==> config.mk <==
export PLATFORM = sky130hd
export DESIGN_NAME = pfla_walk
export DESIGN_NICKNAME = d
export VERILOG_FILES = /design/src/design/page_free_list_allocator_macros.svh /design/src/design/pfla_pkg.sv /design/src/design/pfla_walk.sv
export SDC_FILE = /design/constraint.sdc
export NUM_CORES = 1
export LEC_CHECK = 0
export BUFFER_PORTS_ARGS = -buffer_cell sky130_fd_sc_hd__clkbuf_2
export CAP_MARGIN = 20
export CORE_ASPECT_RATIO = 1.4
export CORE_UTILIZATION = 53
export CTS_CLUSTER_SIZE = 14
export DETAILED_ROUTE_END_ITERATION = 8
export HOLD_SLACK_MARGIN = 0.02
export PLACE_DENSITY = 0.84
export SETUP_SLACK_MARGIN = 0.2
export SLEW_MARGIN = 30
export SYNTH_ARGS = -nofsm -noshare
export SYNTH_HDL_FRONTEND = slang
export SYNTH_SLANG_ARGS = --single-unit
==> constraint.sdc <==
create_clock -name clk -period 9.68 [get_ports clk]
set_input_delay 1.452 -clock clk [delete_from_list [all_inputs] [get_ports clk]]
set_output_delay 1.452 -clock clk [all_outputs]
set_load 0.02 [all_outputs]
==> src/design/page_free_list_allocator_macros.svh <==
// ----------------------------------------------------------------------------
// Page free list allocator: assertion macros
// Concurrent checks on clk; rst is the synchronous active-high reset.
// ----------------------------------------------------------------------------
`ifndef PAGE_FREE_LIST_ALLOCATOR_MACROS_SVH
`define PAGE_FREE_LIST_ALLOCATOR_MACROS_SVH

// Check that is off while reset is high.
`define PFLA_ASSERT(lbl, prop, msg) \
  lbl: assert property (@(posedge clk) disable iff (rst) prop) \
    else $error(msg);

// Check that also covers reset cycles.
`define PFLA_ASSERT_ALWAYS(lbl, prop, msg) \
  lbl: assert property (@(posedge clk) prop) \
    else $error(msg);

`endif

==> src/design/pfla_pkg.sv <==
// ----------------------------------------------------------------------------
// pfla_pkg
// Types, codes and helpers shared by the page free list allocator.
// ----------------------------------------------------------------------------
package pfla_pkg;

  localparam int ADDR_W        = 56;
  localparam int PAGE_SHIFT    = 12;
  localparam int ENTRY_W       = ADDR_W - PAGE_SHIFT;      // stored page number
  localparam int PG_NUM_W      = ADDR_W - PAGE_SHIFT + 1;  // cursor, may reach 2^44
  localparam int CNT_OUT_W     = 13;
  localparam int CMD_W         = 2;
  localparam int CFG_IDX_W     = 3;
  localparam int MAX_PAGES_DEF = 4096;

  // commands
  localparam logic [CMD_W-1:0] CMD_INIT  = 2'd0;
  localparam logic [CMD_W-1:0] CMD_ALLOC = 2'd1;
  localparam logic [CMD_W-1:0] CMD_FREE  = 2'd2;

  // configuration register indexes
  localparam logic [CFG_IDX_W-1:0] REG_MEM_START = 3'd0;
  localparam logic [CFG_IDX_W-1:0] REG_MEM_END   = 3'd1;
  localparam logic [CFG_IDX_W-1:0] REG_KER_START = 3'd2;
  localparam logic [CFG_IDX_W-1:0] REG_KER_END   = 3'd3;
  localparam logic [CFG_IDX_W-1:0] REG_DT_START  = 3'd4;
  localparam logic [CFG_IDX_W-1:0] REG_DT_END    = 3'd5;

  typedef enum logic [2:0] {
    ST_OK         = 3'd0,
    ST_EMPTY      = 3'd1,
    ST_MISALIGNED = 3'd2,
    ST_IN_KERNEL  = 3'd3,
    ST_FULL       = 3'd4
  } status_t;

  typedef enum logic [1:0] {
    S_IDLE,
    S_WALK,
    S_DONE
  } state_t;

  typedef struct packed {
    logic [CMD_W-1:0]  command;
    logic [ADDR_W-1:0] page_addr;
  } req_t;

  typedef struct packed {
    logic [ADDR_W-1:0]    result_addr;
    status_t              status;
    logic [CNT_OUT_W-1:0] allocated_count;
    logic [CNT_OUT_W-1:0] free_count;
    logic [CNT_OUT_W-1:0] total_pages;
  } rsp_t;

  // page-number bounds used by the init walk
  typedef struct packed {
    logic [PG_NUM_W-1:0] ms_pg;  // first whole page
    logic [PG_NUM_W-1:0] me_pg;  // pages below this fit in memory
    logic [PG_NUM_W-1:0] ks_pg;
    logic [PG_NUM_W-1:0] ke_pg;
    logic [PG_NUM_W-1:0] ds_pg;
    logic [PG_NUM_W-1:0] de_pg;
  } walk_bounds_t;

  typedef struct packed {
    logic at_end;
    logic hit_k;
    logic hit_d;
  } walk_step_t;

  function automatic logic [PG_NUM_W-1:0] pg_floor(input logic [ADDR_W-1:0] a);
    return {1'b0, a[ADDR_W-1:PAGE_SHIFT]};
  endfunction

  function automatic logic [PG_NUM_W-1:0] pg_ceil(input logic [ADDR_W-1:0] a);
    logic [ADDR_W:0] sum;
    sum = {1'b0, a} + {{(ADDR_W + 1 - PAGE_SHIFT){1'b0}}, {PAGE_SHIFT{1'b1}}};
    return sum[ADDR_W:PAGE_SHIFT];
  endfunction

endpackage

==> src/design/pfla_walk.sv <==
// ----------------------------------------------------------------------------
// pfla_walk
// Init page walker: page cursor and range tests, one page per cycle while enabled.
// ----------------------------------------------------------------------------
module pfla_walk (
  input  logic                          clk,
  input  logic                          load,
  input  logic                          en,
  input  logic                          adv,
  input  pfla_pkg::walk_bounds_t        bounds,
  output pfla_pkg::walk_step_t          step,
  output logic [pfla_pkg::PG_NUM_W-1:0] pn
);

  // page-number forms of the byte tests:
  //   p + 4096 <= end   ->  pn < floor(end)
  //   p < hi            ->  pn < ceil(hi)
  //   lo < p + 4096     ->  floor(lo) <= pn
  always_comb begin
    step.at_end = (pn >= bounds.me_pg);
    step.hit_k  = (pn < bounds.ke_pg) && (bounds.ks_pg <= pn);
    step.hit_d  = (pn < bounds.de_pg) && (bounds.ds_pg <= pn);
  end

  always_ff @(posedge clk) begin
    if (load) begin
      pn <= bounds.ms_pg;
    end else if (en && !step.at_end) begin
      // a hit page means every page up to the rounded-up end hits too
      priority if (step.hit_k) begin
        pn <= bounds.ke_pg;
      end else if (step.hit_d) begin
        pn <= bounds.de_pg;
      end else begin
        if (adv) begin
          pn <= pn + 1'b1;
        end
      end
    end
  end

endmodule

======== Yosys cells after proc, flatten, opt, wreduce, memory -nomap -nowiden ========
Index checks and enable logic that the tools add are counted.
storage, ports and cells
  bits in registers ....................... 45
  word-level logic and storage cells ...... 19
  output and inout bits ................... 48
operators by class
  reductions and logical operators ........ 7
  multiplexer cells ....................... 5
  $lt $le $gt $ge ......................... 5
  add/subtract/negate cells ............... 1
operators by type and width
  kind                                           count
  2-to-1 mux 45 bit                              5
  less-or-equal comparator 45 bit                2
  < comparator 45 bit                            2
  adder 45 x 1 -> 45 bit, second input constant  1
  greater-or-equal comparator 45 bit             1
  nonzero test 4 bit                             1
  logical AND 1 bit                              3
  AND reduction 2 bit                            1
  nonzero test 2 bit                             1
  zero test 1 bit                                1

======== Depth between registers and ports, before layout ========
Gate-level depths: netlist of the first run.
  depth after elaboration ................. 6
  mapped depth ............................ 12
  depth with buffers taken out ............ 11

======== Worst setup path before layout of the first run ========
Ideal clock, no wire load.
  path type ............................... input to register
  from .................................... input bounds[64] (netlist bit)
  to ...................................... register pn[0] (netlist bit), enable pin
  cell stages on the path ................. 9
  path buffers ............................ 0
  data required time ...................... 9.108 ns
  path slack .............................. 0.903 ns
  setup time .............................. 0.572 ns
  arrival time ............................ 8.206 ns
  cell sequence ........................... ha_1 -> nand4_2 -> or4_1 -> or4_4 -> a31oi_4 -> nand3_4 -> inv_1 -> nor3_1 -> o41ai_1
RTL lines
  item                  RTL line         source
  start, declared       pfla_walk.sv:10  input pfla_pkg::walk_bounds_t bounds,
  end signal, assigned  pfla_walk.sv:27  pn <= bounds.ms_pg;
  end signal, assigned  pfla_walk.sv:31  pn <= bounds.ke_pg;
  end signal, assigned  pfla_walk.sv:33  pn <= bounds.de_pg;
  end, declared         pfla_walk.sv:12  output logic [pfla_pkg::PG_NUM_W-1:0] pn

==> flow_summary.json, run 1 <==
{
  "postCtsHoldBufs": 0,
  "cts_tree": "yes",
  "avgSynthCellArea_um2": 8.143,
  "rows": 57,
  "crit_path_end_kind": "output port",
  "cp.required_ns": 8.23,
  "ys_types": 57,
  "reg2reg_depth": 12,
  "setup_viol": 0,
  "top_register": "pn",
  "synth_async_sr_flop_share": 0,
  "max_cap_violations": 0,
  "dp_hpwl_um": 26660,
  "critical_path_arrival_ns": 4.81,
  "die-area_um2": 18260,
  "crit_type": "in -> out",
  "slowest_delay_ns": 0.73,
  "whs_ns": 0.9973,
  "grt_overflow": 0,
  "crit_top_cell": "clkbuf_2",
  "seqPwrFrac": 0.213,
  "via_count": 10200,
  "gp_congestion": 0.9284,
  "peakVddDrop_v": 0.0001396,
  "fillers": 1495,
  "worst-path-stages": 10,
  "crit_buf_inv": 3,
  "areaGrowthSynthToFinish_pct": 20.66,
  "grt_pass1_vias": 10340,
  "dp_slack_ns": 3.511,
  "cts_buffers": 5,
  "drive_gt1_frac": 0.2686,
  "synthTopCellsByCount": "ha_1 (224), inv_1 (188), a21oi_1 (114)",
  "ys_top_cells_by_area": "ha_1 (30%), edfxtp_1 (14%), inv_1 (7.5%)",
  "hp-class": "reg -> reg",
  "clock_power_share": 0.090,
  "synth_edf_count": 45,
  "intPower_mw": 0.9600,
  "met3_usage": 0.05291,
  "cp_top_family": "simple AND/OR/NAND/NOR gates",
  "drtIter0Drc": 651,
  "biggestRegsByFlops": "pn (45)",
  "crit_path_max_fanout": 45,
  "yosysMostFrequentCell": "ha_1",
  "startpoint": "bounds[81]",
  "antenna_cells": 0,
  "cts_sinks": 45,
  "r2r-start": "pn[33]$_DFFE_PP_",
  "fin_worst_skew_ns": 0.01123,
  "fmax_mhz": 159.7,
  "min-delay-start": "pn[1]$_DFFE_PP_",
  "fin_tns_setup_ns": 0,
  "h-tree-depth": 2,
  "top_usage_layer": "met2",
  "status": "finished clean",
  "clk_pin_slew_ns": 0.07,
  "grt_max_degree": 91,
  "switching_power_mw": 1.052,
  "synthFlopType": "edfxtp_1",
  "antenna_found_initial": 0,
  "start_kind": "primary input",
  "initial_core_util": 0.5418,
  "firstDrtPassIters": 5,
  "worstSkewPairLatency_ns": 0.30,
  "wirelength_um": 32620,
  "grtUsageMet1": 0.3775,
  "worstHoldPathCells": 3,
  "netSwitchingFraction": 0.5229,
  "slew_violations": 0,
  "seq_area_frac_synth": 0.1439,
  "num_io_pins": 322,
  "drtAntennaViolNets": 0,
  "grt.met2_usage": 0.6322,
  "clockRootBuffer": "clkbuf_16",
  "p_per_area_nw_per_um2": 177.6,
  "viasPerCell": 6.043,
  "grtUsageTotal": 0.3523,
  "fin_crit_ns": 6.263,
  "period_share": 0.6470,
  "synthesis.nets": 1651,
  "syn-cell-area_um2": 9389,
  "wire_per_inst_um": 19.32,
  "nets": 1950,
  "postCtsSetupBuffers": 0,
  "p_leak_nw": 6.027,
  "drc": 0,
  "core_area_um2": 17330,
  "hold_viol": 0,
  "largest_reg_flops": 45,
  "grt_pass1_wl_um": 50410,
  "syn_inst": 1153,
  "yosysTopAreaCell": "ha_1",
  "cp_cell_sequence": "clkbuf_2, ha_1, nand4_1, nor4_1, nand3_1, or4_4, a31oi_4, nand3_4, inv_1, clkbuf_2",
  "yosys_register_bits": 45,
  "yosys.area.top_type_share": 0.2985,
  "portBuffers": 321,
  "timing.final.ws_setup_ns": 3.417,
  "die_h_um": 159.5,
  "cts_resized": 0,
  "worst_slew_pin_slew_ns": 0.8433,
  "slew_headroom": 0.4364,
  "ctsLongestPathBuffers": 2,
  "grt_setup_unrepaired": "no",
  "die-width_um": 114.5,
  "comb_power_share": 0.697,
  "yosysWarnings": 0,
  "cpMaxStageDelayCell": "nor4_1"
}
## cell families (layout without fill, tap and decap cells)
logic type / after synthesis / in the layout / share of synthesized area
multiplexers: 1 / 1 / 0.001199
AND/OR/NAND/NOR: 291 / 291 / 0.1563
adder cells (fa/ha/maj): 224 / 224 / 0.2985
flip-flops: 45 / 45 / 0.1439
buffers and inverters: 224 / 523 / 0.09488
AO/OA/AOI/OAI: 325 / 325 / 0.2651
XOR/XNOR: 43 / 43 / 0.04011
## power groups by stage
stage / combinational, mW / sequential (mW) / clock [mW]
CTS: 1.39 / 0.424 / 0.179
floorplan: 0.934 / 0.447 / 0
detailed placement: 1.38 / 0.428 / 0
global placement: 1.32 / 0.427 / 0
global route: 1.55 / 0.435 / 0.185
finish: 1.40 / 0.429 / 0.180
## path summary, 6_finish.rpt
kind	end	slack [ns]
max	step[0]	3.42
min	pn[1]$_DFFE_PP_	1.0
max reg2reg	pn[11]$_DFFE_PP_	4.53
min reg2reg	pn[1]$_DFFE_PP_	1.0
## layout by cell type (no fill, tap or decap), types with 9 or more instances in the layout
master and count:
a221oi_2 9, a221o_1 34, nand4_1 37, nand2_1 65, nor2_1 76, o22a_1 9, a21o_1 36, a2bb2oi_2 30
nor4_1 10, o21ai_0 40, a221oi_1 9, a211oi_1 10, inv_1 188, clkbuf_2 321, a21oi_1 114, nand3_1 34
xnor2_1 43, ha_1 224, edfxtp_1 45, nor3_1 28
## tightest hold or removal path: stages, from the launching register on
cell,delay (ns)
edfxtp_1,0.50
ha_1,0.17
a221oi_1,0.09
o21ai_1,0.13
## layer usage
| metal | part of all wire | vias up |
|---|---|---|
| met2 | 0.50 | 535 |
| met4 | 0.066 | 0 |
| met5 | 0 | - |
| li1 | - | 4859 |
| met3 | 0.070 | 141 |
| met1 | 0.37 | 4666 |
## area by class of cell
| type | count | area [um2] | share of cell area |
|---|---|---|---|
| multi-input combinational | 884 | 7164 | 0.6324 |
| clock buffer | 6 | 128.9 | 0.01138 |
| sequential | 45 | 1351 | 0.1193 |
| timing repair buffer | 327 | 1675 | 0.1479 |
| inverter | 189 | 709.4 | 0.06262 |
| clock inverter | 1 | 3.754 | 0.0003313 |
| tap | 236 | 295.3 | 0.02607 |
## per-stage QoR
stage	instance area [um2]	instances	power (mW)	util
global route	11330	1688	2.172	0.6537
detailed placement	11190	1681	1.810	0.6458
CTS	11320	1688	1.992	0.6535
finish	11330	1688	2.012	0.6537
floorplan	9389	1153	1.380	-
global placement	11160	1680	1.751	0.6442
Note: power is estimated with default switching activity, not from simulation.
==> run 2, diff against run 1 <==
==> constraint.sdc (replaced) <==
create_clock -name clk -period 6.4 [get_ports clk]
set_input_delay 0.96 -clock clk [delete_from_list [all_inputs] [get_ports clk]]
set_output_delay 0.96 -clock clk [all_outputs]
set_load 0.02 [all_outputs]
==> run 2 against run 1 <==
  * Critical path type unchanged
  * Die area unchanged
  * Register-to-register slack got worse by 2.6 ns
  * Clock-buffer cell count did not move
  * Combinational power increased by 52%
  * Non-clock buffer count rose by 3
  * Final cell count grew 0.30%
  * Sequential share of layout area down 0.065 points
  * Clock power grew 74%
  * Worst hold slack got worse by 0.041 ns
  * Setup slack got worse by 1.9 ns
  * Critical path depth down 1
  * Largest cell class unchanged
  * Core utilization is 0.36 points higher
==> flow_summary.json, run 2 (synthesis results as in run 1) <==
{
  "status": "finished clean",
  "core_area_um2": 17330,
  "initial_core_util": 0.5418,
  "fin_crit_ns": 4.858,
  "die_h_um": 159.5,
  "met2_length_um": 16350,
  "postCtsHoldBufs": 0,
  "grt_pass1_wl_um": 50560,
  "dp_cells": 1684,
  "design_area_um2": 11390,
  "fin_worst_skew_ns": 0.006087,
  "portBuffers": 321,
  "start_kind": "primary input",
  "biggestRegsByFlops": "pn (45)",
  "worst_slew_pin_slew_ns": 0.9320,
  "final_common_cell": "clkbuf_2",
  "topRoutingLayerUsed": "met4",
  "critical_path_arrival_ns": 3.90,
  "drc": 0,
  "via_count": 10230,
  "rows": 57,
  "cts_tree": "yes",
  "max_cap_violations": 0,
  "clockRootBuffer": "clkbuf_16",
  "clk_pin_slew_ns": 0.07,
  "fmax_mhz": 205.8,
  "dp_slack_ns": 1.622,
  "final_cell_mix": "clkbuf_2 (321), ha_1 (224), inv_1 (188)",
  "h-tree-depth": 2,
  "die-width_um": 114.5,
  "peakVddDrop_v": 0.0001294,
  "period_share": 0.7591,
  "crit_path_max_fanout": 56,
  "wire_per_inst_um": 19.47,
  "crit_path_end_kind": "output port",
  "drive_gt1_frac": 0.2706,
  "grtUsageTotal": 0.3559,
  "num_io_pins": 322,
  "slew_headroom": 0.3772,
  "die-area_um2": 18260,
  "grt_setup_unrepaired": "no",
  "grt_max_degree": 57,
  "p_per_area_nw_per_um2": 271.8,
  "largest_reg_flops": 45,
  "wl_met1_um": 11950,
  "nets": 1953,
  "firstDrtPassIters": 5,
  "grt_pass1_vias": 10110,
  "cts_resized": 0,
  "p_leak_nw": 6.057,
  "wirelength_um": 32960,
  "drtIter0Drc": 702,
  "worstSkewPairLatency_ns": 0.30,
  "cts_sinks": 45,
  "crit_type": "in -> out",
  "timing.final.ws_setup_ns": 1.542,
  "setup_viol": 0,
  "cp.required_ns": 5.44,
  "hp-class": "in -> reg",
  "fin_cells": 1693,
  "gp_congestion": 0.9044,
  "grt_overflow": 0,
  "viasPerCell": 6.044,
  "ctsLongestPathBuffers": 2,
  "postCtsSetupBuffers": 0,
  "areaGrowthSynthToFinish_pct": 21.32,
  "drtAntennaViolNets": 0,
  "top_register": "pn",
  "route.met3.wl_um": 2544,
  "placed_area_um2": 11230,
  "antenna_found_initial": 2,
  "slew_violations": 0,
  "dp_hpwl_um": 27060,
  "hold_viol": 0,
  "cts_buffers": 5,
  "fin_tns_setup_ns": 0
}
[run 2: cell type report]
class / count / area [um2]
antenna: 1 / 2.502
sequential: 45 / 1351
tap: 236 / 295.3
clock inverter: 2 / 33.78
multi-input combinational: 884 / 7176
inverter: 189 / 709.4
clock buffer: 6 / 128.9
timing repair buffer: 330 / 1694
fill: 1536 / 5939
[run 2: power by group]
| group | internal, mW | switching [mW] | leakage (nW) | total [mW] |
|---|---|---|---|---|
| Clock | 0.184 | 0.129 | 0.0785 | 0.313 |
| Combinational | 0.867 | 1.27 | 5.54 | 2.13 |
| Sequential | 0.444 | 0.206 | 0.442 | 0.650 |
| Total | 1.50 | 1.60 | 6.06 | 3.10 |
[run 2: path summary, 6_finish.rpt]
check	startpoint	endpoint	slack, ns	cells after the start
min	bounds[241]	pn[16]$_DFFE_PP_	0.96	2
max reg2reg	pn[33]$_DFFE_PP_	pn[20]$_DFFE_PP_	1.93	11
min reg2reg	pn[1]$_DFFE_PP_	pn[1]$_DFFE_PP_	1.04	3
max	bounds[171]	step[1]	1.54	9
[run 2: critical path, stage by stage]
cell and delay [ns]:
clkbuf_2 0.08, ha_1 0.31, nand4_1 0.22, nor4_1 0.75, and4_1 0.31, a211oi_1 0.06
a221oi_1 0.23, and2_4 0.62, clkbuf_2 0.29
[run 2: metal layers]
metal  up-vias  track usage
li1       4870            -
met1      4715       0.3871
met2       511       0.6355
met3       136      0.06053
met4         0       0.2125
met5         -            0
[run 2: metrics by stage]
step / hold WS, ns / total power [mW] / utilization
CTS: 0.9517 / 3.072 / 0.6571
global route: 0.9547 / 3.330 / 0.6573
detailed placement: 1.025 / 2.747 / 0.6478
floorplan: 0.9824 / 2.086 / -
finish: 0.9562 / 3.096 / 0.6573
global placement: 0.9780 / 2.656 / 0.6462
==> run 3, diff against run 2 <==
==> constraint.sdc (replaced) <==
create_clock -name clk -period 5 [get_ports clk]
set_input_delay 0.75 -clock clk [delete_from_list [all_inputs] [get_ports clk]]
set_output_delay 0.75 -clock clk [all_outputs]
set_load 0.02 [all_outputs]
==> run 3 against run 2 <==
  * Global-route usage rose by 0.17 points
  * Worst hold slack lost 0.21 ns
  * Sequential power increased by 25%
  * Clock power rose by 26%
  * Core utilization grew 0.53 points
  * Setup slack worse by 0.73 ns
  * Via count hardly changed
  * Total power increased by 28%
  * Sequential share of layout area is 0.096 points lower
  * Non-clock buffer count rose by 3
  * Critical endpoint is now step[2]
  * Largest power group unchanged
==> flow_summary.json, run 3 (synthesis results as in run 1) <==
{
  "drc": 0,
  "worstSkewPairLatency_ns": 0.30,
  "via_count": 10230,
  "max_cap_violations": 0,
  "crit_path_end_kind": "output port",
  "reg2reg_slack_ns": 1.00,
  "die_h_um": 159.5,
  "antenna_cells": 0,
  "timing.rr.end": "pn[5]$_DFFE_PP_",
  "hp-class": "in -> reg",
  "die-width_um": 114.5,
  "ctsLongestPathBuffers": 2,
  "slew_violations": 0,
  "cp.required_ns": 4.25,
  "largest_reg_flops": 45,
  "biggestRegsByFlops": "pn (45)",
  "p_leak_nw": 6.089,
  "r2r-start": "pn[11]$_DFFE_PP_",
  "slew_headroom": 0.4904,
  "hold_viol": 0,
  "drtAntennaViolNets": 0,
  "cts_buffers": 5,
  "clockRootBuffer": "clkbuf_16",
  "worstHoldPathCells": 2,
  "period_share": 0.8369,
  "slowest_delay_ns": 0.55,
  "dp_hpwl_um": 27060,
  "power.total_mw": 3.957,
  "final_common_cell": "clkbuf_2",
  "cpMaxStageDelayCell": "edfxtp_1",
  "fmax_mhz": 239.0,
  "core_area_um2": 17330,
  "final_cell_mix": "clkbuf_2 (321), ha_1 (222), inv_1 (187)",
  "grt_pass1_wl_um": 51050,
  "grt_overflow": 0,
  "grt_setup_unrepaired": "no",
  "p_per_area_nw_per_um2": 344.6,
  "status": "finished clean",
  "worst_slew_pin_slew_ns": 0.7575,
  "rows": 57,
  "firstDrtPassIters": 5,
  "viasPerCell": 6.032,
  "grt_pass1_vias": 10290,
  "cp_cell_sequence": "ha_1, nand4_1, nor4_1, nand2_1, or3_1, o21ai_0, or2_2, clkbuf_2",
  "die-area_um2": 18260,
  "min-delay-start": "bounds[253]",
  "wire_per_inst_um": 19.16,
  "clk_pin_slew_ns": 0.07,
  "grt_max_degree": 60,
  "cp_top_family": "simple AND/OR/NAND/NOR gates",
  "peakVddDrop_v": 0.0002263,
  "crit_buf_inv": 1,
  "drive_gt1_frac": 0.2769,
  "crit_path_max_fanout": 8,
  "cts_resized": 0,
  "critical_path_arrival_ns": 3.43,
  "postCtsSetupBuffers": 0,
  "postCtsHoldBufs": 0,
  "fin_worst_skew_ns": 0.01048,
  "nets": 1956,
  "antenna_found_initial": 0,
  "setup_viol": 0,
  "fin_crit_ns": 4.185,
  "portBuffers": 321,
  "fin_tns_setup_ns": 0,
  "wirelength_um": 32470,
  "h-tree-depth": 2,
  "start_kind": "flip-flop",
  "drtIter0Drc": 646,
  "cts_tree": "yes",
  "holdPathEnd": "pn[28]$_DFFE_PP_",
  "crit_type": "reg -> out",
  "initial_core_util": 0.5418,
  "reg2reg_depth": 11,
  "gp_congestion": 0.9100,
  "cts_sinks": 45,
  "grtUsageTotal": 0.3576,
  "top_register": "pn",
  "num_io_pins": 322,
  "areaGrowthSynthToFinish_pct": 22.31
}
run 3: cell count changes in the layout (fill, tap and decap cells not counted), sizes merged:
| cell | change |
|---|---|
| diode | -1 |
| buf | +3 |
run 3: report_power, final:
group	switching [mW]	internal [mW]
registers	0.246	0.568
logic	1.62	1.13
clock network	0.157	0.235
total	2.02	1.93
run 3: worst max-delay path by stage:
stage                          start  cells past startpoint  slack, ns          endpoint
finish              pn[35]$_DFFE_PP_                      8       0.82           step[2]
global route        pn[34]$_DFFE_PP_                      8       0.71           step[2]
CTS                 pn[34]$_DFFE_PP_                      8       0.83           step[2]
detailed placement        bounds[77]                     12       0.84  pn[34]$_DFFE_PP_
global placement          bounds[77]                     12       0.88  pn[34]$_DFFE_PP_
floorplan                 bounds[60]                      9       0.21   pn[0]$_DFFE_PP_
run 3: per-layer routing:
metal | track usage | up-vias | routed length, um
met3 | 0.04606 | 137 | 2335
met5 | 0 | - | 0
met1 | 0.3945 | 4676 | 11720
met4 | 0.2320 | 0 | 2326
li1 | - | 4867 | -
met2 | 0.6342 | 545 | 16090
run 3: through the flow:
step | cell area, um2 | hold WS (ns) | setup slack (ns) | cells | util
2_1_floorplan | 9475 | 0.9477 | 0.2056 | 1153 | -
3_3_place_gp | 11320 | 0.9698 | 0.8771 | 1687 | 0.6532
3_5_place_dp | 11320 | 0.9655 | 0.8385 | 1687 | 0.6532
4_1_cts | 11480 | 0.7467 | 0.8283 | 1695 | 0.6626
5_1_grt | 11480 | 0.7506 | 0.7083 | 1695 | 0.6626
6_report | 11480 | 0.7505 | 0.8155 | 1695 | 0.6626
run 3: final cells by class:
class,count,area [um2]
fill,1527,5847
tap,236,295.3
clock inverter,2,33.78
multi-input combinational,884,7238
sequential,45,1351
clock buffer,6,128.9
inverter,189,714.4
timing repair buffer,333,1722
run 3: worst register-to-register path: cells and delay by family (launching register included):
kind / cells / cell delay [ns]
buffers and inverters: 2 / 0.70
adder cells (fa/ha/maj): 1 / 0.34
AO/OA/AOI/OAI: 3 / 0.62
AND/OR/NAND/NOR: 5 / 1.51
flip-flops: 1 / 0.60
